$ cat src/hdl/pps_pkg.sv
// shared constants, token and result types for the prime sieve
`timescale 1ns / 1ps

package pps_pkg;

  localparam int NUM_STAGES  = 32;
  localparam int VALUE_WIDTH = 16;
  localparam int CNT_W       = $clog2(NUM_STAGES + 1);
  localparam int BIT_W       = $clog2(VALUE_WIDTH);

  // one candidate bit travelling down the chain
  typedef struct packed {
    logic act;
    logic dbit;
    logic first;
    logic last;
    logic hit;
  } token_t;

  typedef struct packed {
    logic [VALUE_WIDTH-1:0] value;
    logic                   done;
    logic                   ovf;
  } result_t;

  typedef enum logic [1:0] {
    ST_IDLE,
    ST_FEED,
    ST_WAIT,
    ST_EMIT
  } state_e;

endpackage

$ cat src/hdl/pipelined_prime_sieve_unit.sv
// top level of the prime sieve: sequencer, chain and output register
//
// channel   dir  tdata                 tuser
// s_axis    in   [15:0] candidate      [0] end_of_run
// m_axis    out  [15:0] prime_value    [0] run_done, [1] table_overflow
//
// a candidate enters msb first, one bit per cycle
// each cell reduces the bit stream modulo its prime; the verdict comes out of the chain's tail
// one candidate at a time: s_axis is ready only in the idle state
// end of run passes through the emit state, which waits for the output slot; candidates below two give no result
// the output register holds a result while m_axis stalls; reset empties the table
`timescale 1ns / 1ps

module pipelined_prime_sieve_unit (
  input  logic        clk_i,
  input  logic        rst_ni,
  input  logic        s_axis_tvalid_i,
  output logic        s_axis_tready_o,
  input  logic [15:0] s_axis_tdata_i,   // candidate
  input  logic [0:0]  s_axis_tuser_i,   // end_of_run
  output logic        m_axis_tvalid_o,
  input  logic        m_axis_tready_i,
  output logic [15:0] m_axis_tdata_o,   // prime_value
  output logic [1:0]  m_axis_tuser_o    // run_done, table_overflow
);
  import pps_pkg::*;

  state_e                 state_q, state_d;
  logic [VALUE_WIDTH-1:0] cand_q, cand_in;
  logic [BIT_W-1:0]       bit_q;
  logic [CNT_W-1:0]       used_q;
  result_t                res_q, out_q;
  logic                   out_valid_q;
  token_t                 head, tail;
  logic                   s_xfer, slot_free, verdict, store, load_out, full;

  assign cand_in   = s_axis_tdata_i[VALUE_WIDTH-1:0];
  assign s_xfer    = s_axis_tvalid_i && s_axis_tready_o;
  assign slot_free = !out_valid_q || m_axis_tready_i;
  assign verdict   = tail.act && tail.last;
  assign full      = used_q == CNT_W'(NUM_STAGES);

  // next state
  always_comb begin
    state_d = state_q;
    unique case (state_q)
      ST_IDLE: begin
        if (s_xfer) begin
          if (s_axis_tuser_i[0]) begin
            state_d = ST_EMIT;
          end else if (cand_in >= VALUE_WIDTH'(2)) begin
            state_d = ST_FEED;
          end
        end
      end
      ST_FEED: begin
        if (bit_q == '0) begin
          state_d = ST_WAIT;
        end
      end
      ST_WAIT: begin
        if (verdict) begin
          state_d = tail.hit ? ST_IDLE : ST_EMIT;
        end
      end
      ST_EMIT: begin
        if (slot_free) begin
          state_d = ST_IDLE;
        end
      end
      default: state_d = ST_IDLE;
    endcase
  end

  // outputs of the sequencer
  always_comb begin
    s_axis_tready_o = 1'b0;
    head            = '0;
    store           = 1'b0;
    load_out        = 1'b0;
    unique case (state_q)
      ST_IDLE: s_axis_tready_o = 1'b1;
      ST_FEED: begin
        head.act   = 1'b1;
        head.dbit  = cand_q[bit_q];
        head.first = bit_q == BIT_W'(VALUE_WIDTH - 1);
        head.last  = bit_q == '0;
      end
      ST_WAIT: store = verdict && !tail.hit && !full;
      ST_EMIT: load_out = slot_free;
      default: ;
    endcase
  end

  always_ff @(posedge clk_i or negedge rst_ni) begin
    if (!rst_ni) begin
      state_q     <= ST_IDLE;
      used_q      <= '0;
      out_valid_q <= 1'b0;
    end else begin
      state_q <= state_d;
      if (s_xfer && s_axis_tuser_i[0]) begin
        used_q <= '0;
      end else if (store) begin
        used_q <= used_q + CNT_W'(1);
      end
      if (load_out) begin
        out_valid_q <= 1'b1;
      end else if (m_axis_tready_i) begin
        out_valid_q <= 1'b0;
      end
    end
  end

  always_ff @(posedge clk_i) begin
    if (s_xfer) begin
      cand_q <= cand_in;
      bit_q  <= BIT_W'(VALUE_WIDTH - 1);
    end else if (state_q == ST_FEED) begin
      bit_q <= bit_q - BIT_W'(1);
    end
    if (s_xfer && s_axis_tuser_i[0]) begin
      res_q <= '{value: '0, done: 1'b1, ovf: 1'b0};
    end else if (state_q == ST_WAIT && verdict) begin
      res_q <= '{value: cand_q, done: 1'b0, ovf: full};
    end
    if (load_out) begin
      out_q <= res_q;
    end
  end

  pps_chain u_chain (
    .clk_i        (clk_i),
    .rst_ni       (rst_ni),
    .head_i       (head),
    .tail_o       (tail),
    .used_i       (used_q),
    .store_i      (store),
    .store_data_i (cand_q)
  );

  assign m_axis_tvalid_o = out_valid_q;
  assign m_axis_tdata_o  = 16'(out_q.value);
  assign m_axis_tuser_o  = {out_q.ovf, out_q.done};

  a_store_has_room: assert property (@(posedge clk_i) disable iff (!rst_ni)
    store |-> used_q < CNT_W'(NUM_STAGES))
    else $error("store into a full table");

  a_verdict_in_wait: assert property (@(posedge clk_i) disable iff (!rst_ni)
    verdict |-> state_q == ST_WAIT)
    else $error("chain verdict outside wait state");

  a_eor_clears: assert property (@(posedge clk_i) disable iff (!rst_ni)
    (s_xfer && s_axis_tuser_i[0]) |=> used_q == '0)
    else $error("end of run did not clear the table");

  a_load_free: assert property (@(posedge clk_i) disable iff (!rst_ni)
    load_out |-> (!out_valid_q || m_axis_tready_i))
    else $error("result overwrote a pending transfer");

endmodule

$ cat src/hdl/pps_cell.sv
// one sieve cell: stored prime and bit-serial remainder against it
`timescale 1ns / 1ps

module pps_cell (
  input  logic                           clk_i,
  input  logic                           rst_ni,
  input  pps_pkg::token_t                tok_i,
  output pps_pkg::token_t                tok_o,
  input  logic                           valid_i,
  input  logic                           wr_en_i,
  input  logic [pps_pkg::VALUE_WIDTH-1:0] wr_data_i
);
  import pps_pkg::*;

  logic [VALUE_WIDTH-1:0] prime_q;
  logic [VALUE_WIDTH-1:0] rem_q, rem_d;
  logic [VALUE_WIDTH:0]   shifted;
  token_t                 tok_q, tok_d;

  always_comb begin
    shifted = {(tok_i.first ? '0 : rem_q), tok_i.dbit};
    if (shifted >= {1'b0, prime_q}) begin
      shifted = shifted - {1'b0, prime_q};
    end
    rem_d = shifted[VALUE_WIDTH-1:0];
  end

  always_comb begin
    tok_d     = tok_i;
    tok_d.hit = tok_i.hit | (tok_i.act & tok_i.last & valid_i & (rem_d == '0));
  end

  always_ff @(posedge clk_i) begin
    if (wr_en_i) begin
      prime_q <= wr_data_i;
    end
    if (tok_i.act) begin
      rem_q <= rem_d;
    end
  end

  always_ff @(posedge clk_i or negedge rst_ni) begin
    if (!rst_ni) begin
      tok_q <= '0;
    end else begin
      tok_q <= tok_d;
    end
  end

  assign tok_o = tok_q;

endmodule

$ cat src/hdl/pps_chain.sv
// row of sieve cells with per-cell write and valid decode
`timescale 1ns / 1ps

module pps_chain (
  input  logic                            clk_i,
  input  logic                            rst_ni,
  input  pps_pkg::token_t                 head_i,
  output pps_pkg::token_t                 tail_o,
  input  logic [pps_pkg::CNT_W-1:0]       used_i,
  input  logic                            store_i,
  input  logic [pps_pkg::VALUE_WIDTH-1:0] store_data_i
);
  import pps_pkg::*;

  token_t tok [NUM_STAGES+1];

  assign tok[0] = head_i;

  for (genvar i = 0; i < NUM_STAGES; i++) begin : g_cell
    logic valid;
    logic wr_en;

    assign valid = CNT_W'(i) < used_i;
    assign wr_en = store_i && (used_i == CNT_W'(i));

    pps_cell u_cell (
      .clk_i     (clk_i),
      .rst_ni    (rst_ni),
      .tok_i     (tok[i]),
      .tok_o     (tok[i+1]),
      .valid_i   (valid),
      .wr_en_i   (wr_en),
      .wr_data_i (store_data_i)
    );
  end

  assign tail_o = tok[NUM_STAGES];

endmodule

$ cat config.mk
export PLATFORM = sky130hd
export DESIGN_NAME = pipelined_prime_sieve_unit
export DESIGN_NICKNAME = d
export VERILOG_FILES = /design/src/hdl/pps_pkg.sv /design/src/hdl/pipelined_prime_sieve_unit.sv /design/src/hdl/pps_cell.sv /design/src/hdl/pps_chain.sv
export SDC_FILE = /design/constraint.sdc
export NUM_CORES = 2
export LEC_CHECK = 0
export ABC_AREA = 1
export BUFFER_PORTS_ARGS = -buffer_cell sky130_fd_sc_hd__buf_4
export CAP_MARGIN = 20
export CORE_MARGIN = 3
export CORE_UTILIZATION = 50
export DETAILED_ROUTE_END_ITERATION = 16
export PLACE_DENSITY_LB_ADDON = 0.2
export SLEW_MARGIN = 5
export SYNTH_ARGS = -nofsm -noshare
export SYNTH_HDL_FRONTEND = slang
export SYNTH_SLANG_ARGS = --single-unit
$ cat constraint.sdc
create_clock -name clk_i -period 4.3 [get_ports clk_i]
set_input_delay 0.215 -clock clk_i [delete_from_list [all_inputs] [get_ports clk_i]]
set_output_delay 0.215 -clock clk_i [all_outputs]
set_load 0.005 [all_outputs]
==> out/metrics.yaml <==
drt:
  ant_nets: 0
  post-route-drc-count: 0
  routed-via-count: 68100
  drt_iter0_markers: 5823
  drt-pass1-iter-count: 9
  wl_um: 231000
  viasPerCell: 5.20
  wire_per_inst_um: 17.6
power:
  irDropWorstVdd_v: 0.000522
  seqPwrFrac: 0.273
  p_sw_frac: 0.474
  comb_power_share: 0.561
  p_leak_nw: 45.0
  p_per_area_nw_per_um2: 854
  pwr-share-clk: 0.165
  intPower_mw: 40.5
  netSwitchingPower_mw: 36.6
global_routing:
  grt_use_total: 0.270
  grt_max_degree: 92
  overflow: 0
  grt_first_pass_wirelength_um: 360000
  antenna_found_initial: 16
  grt_pass1_vias: 65700
timing:
  hold_viol: 0
  fin_ws_ns: 0.385
  whs_ns: 0.143
  max_slew_margin: 0.253
  worst_pin_slew_ns: 1.12
  fmax_mhz: 255
  finalCritPeriodShare: 0.910
  finClkSkew_ns: 0.0346
  rsz0062_at_grt: "no"
  setup_tns_ns: 0
  min_period_ns: 3.92
  finalSetupViolations: 0
  final_max_slew_viol_count: 0
critical_path:
  crit_family: "simple AND/OR/NAND/NOR gates"
  endpoint_kind: "flop"
  cp.required_ns: 5.03
  path_buf_inv: 2
  crit_type: "reg2reg"
  path_cells: "inv_2, nand2_1, inv_1, ha_1, nand2_1, nor2_1, and2_1, nand2_1, nor2_1, nor2_1, nand2_1, nand2_1, o21ai_0, nor2_1, nand2_1, nor2_1, nand3_1, nand2_1"
  critPathLaunchType: "flop"
  cp_common_cell: "nand2_1"
  critical-path-max-stage-delay_ns: 0.65
  cpMaxStageDelayCell: "dfrtp_1"
  path_max_fanout: 20
  worstSetupStartpoint: "u_chain.g_cell[24].u_cell.tok_o[2]"
  worstPathArrival_ns: 4.65
  worstReg2RegStart: "u_chain.g_cell[24].u_cell.tok_o[2]"
logic_synthesis:
  ys_seq_elements: 1247
  synth_common_cells: "3321 x nand2_1, 1864 x inv_1, 1176 x nor2_1"
  syn_area_um2: 82400
  ys_types: 57
  async_reset_ff_frac: 0.134
  synthCells: 10600
  avgSynthCellArea_um2: 7.76
  synth_top_cell_by_area: "edfxtp_1"
  yosysWarnings: 0
  synthTopCellsByArea: "edfxtp_1 39%, nand2_1 15%, inv_1 8.5%"
  synth-seq-area-share: 0.442
  synthFlopType: "edfxtp_1"
  synth_fp_nets: 11200
  post-synth-top-count-cell: "nand2_1"
  synth_top_area_share: 0.386
  synth_edf_count: 1058
cts:
  numCtsBuffers: 146
  clock_latency_ns: 0.80
  cts_buffer_depth: 3
  cts_sinks: 1247
  htree_levels: 4
  root_buffer: "clkbuf_16"
  cts_resized: 0
  clk_pin_slew_ns: 0.06
  cts_setup_buffers: 0
  cts_tree: "built"
floorplan:
  start_util: 0.505
  fp.dieW_um: 412
  num_rows: 148
  die_height_um: 412
  io_pins: 41
  core_um2: 163000
  die_area_um2: 170000
status:
  status: "completed"
place:
  preCtsSetupSlack_ns: 0.493
  portBuffers: 40
  routabilityCongestion: 0.944
  dp_hpwl_um: 162000
layout:
  area_growth_pct: 9.55
  layout.nets: 11400
  post-route-util: 0.553
  drive_gt1_frac: 0.0604
min_path:
  hold_path.class: "in2async"
flow_run:
  cap_violations: 0
[state kept, by name (all words and copies together) (netlist names)]
signal / cells
u_chain.g_cell.u_cell.tok_o: 158
m_axis_tvalid_o: 1
bit_q: 4
cand_q: 16
used_q: 6
u_chain.g_cell.u_cell.rem_q: 512
m_axis_tuser_o: 2
state_q: 2
res_q: 18
u_chain.g_cell.u_cell.prime_q: 512
m_axis_tdata_o: 16
[cell type report]
cell class | count | area [um2]
Tap cell | 2175 | 2720
Timing Repair Buffer | 140 | 1130
Multi-Input combinational cell | 7307 | 37700
Clock buffer | 200 | 4140
Inverter | 1941 | 7370
Fill cell | 15300 | 72900
Sequential cell | 1247 | 36400
Antenna cell | 6 | 15.0
Clock inverter | 74 | 810
[per-layer routing]
metal / GRT usage / vias to the layer above / routed length, um
met4: 0.0825 / 2 / 6270
met3: 0.0379 / 338 / 16100
met5: 0 / - / 13
met2: 0.431 / 2047 / 103000
met1: 0.382 / 31600 / 105000
li1: - / 34100 / -
[per-stage QoR]
step	instances	instance area, um2	power [mW]
after detailed placement	12800	85100	63.9
after global routing	13100	90200	84.2
after floorplan	10600	82400	54.0
after CTS	13100	90200	76.9
final	13100	90200	77.1
after global placement	12800	85100	63.3
[power groups by stage]
stage                     combinational (mW)  sequential, mW  clock, mW
after floorplan                         33.5            20.5          0
after global placement                  42.1            21.2          0
after detailed placement                42.6            21.3          0
after CTS                               42.9            21.1       13.0
after global routing                    49.3            21.4       13.5
final                                   43.3            21.1       12.7
[path summary, 6_finish.rpt]
kind                                                            to  slack (ns)  depth (start not counted)
worst min register to register  u_chain.g_cell[16].u_cell.tok_o[1]        0.37                          0
worst max-delay path            u_chain.g_cell[25].u_cell.tok_o[0]        0.38                         18
worst max register to register  u_chain.g_cell[25].u_cell.tok_o[0]        0.38                         18
min in group clk_i                                       cand_q[0]        0.19                          2
max in group asynchronous       u_chain.g_cell[30].u_cell.tok_o[3]        3.21                          3
worst min-delay path            u_chain.g_cell[20].u_cell.tok_o[2]        0.14                          2
[worst register-to-register path, cell delays in order, from the launching register on]
cell and delay (ns):
dfrtp_1 0.65, inv_2 0.15, nand2_1 0.13, inv_1 0.06, ha_1 0.33, nand2_1 0.13
nor2_1 0.07, and2_1 0.16, nand2_1 0.06, nor2_1 0.04, nor2_1 0.61, nand2_1 0.64
nand2_1 0.20, o21ai_0 0.12, nor2_1 0.13, nand2_1 0.06, nor2_1 0.17, nand3_1 0.09
nand2_1 0.06
[cell families (layout without fill, tap and decap cells)]
logic type | count (synthesis) | after routing | synth area share
other cells | 0 | 6 | 0
flops | 1247 | 1247 | 0.442
simple gates | 5684 | 5684 | 0.290
xor+xnor | 239 | 239 | 0.0254
fa+ha+maj | 550 | 550 | 0.0865
compound gates | 834 | 834 | 0.0543
buf+inv | 2059 | 2355 | 0.102
[timing repair]
action                                 in CTS  in global routing
setup endpoints to repair                   0                  0
hold buffers                               21                  0
endpoints found under the hold margin     110                  0
[placed cells by master, fill, tap and decap left out, types with 71 or more instances in the layout]
master | netlist | layout
nand2_1 | 3321 | 3321
inv_1 | 1864 | 1864
nor2_1 | 1176 | 1174
edfxtp_1 | 1058 | 1058
nand3_1 | 641 | 641
ha_1 | 518 | 518
a21oi_1 | 378 | 378
o21ai_1 | 196 | 196
xor2_1 | 168 | 168
dfrtp_1 | 167 | 167
clkbuf_16 | 0 | 153
o21ai_0 | 151 | 151
buf_4 | 12 | 116
nand3b_1 | 111 | 111
nor3_1 | 104 | 91
nand2_2 | 88 | 88
nand4_1 | 77 | 77
xnor2_1 | 71 | 71
No activity file was read; power rests on OpenSTA's default activity.
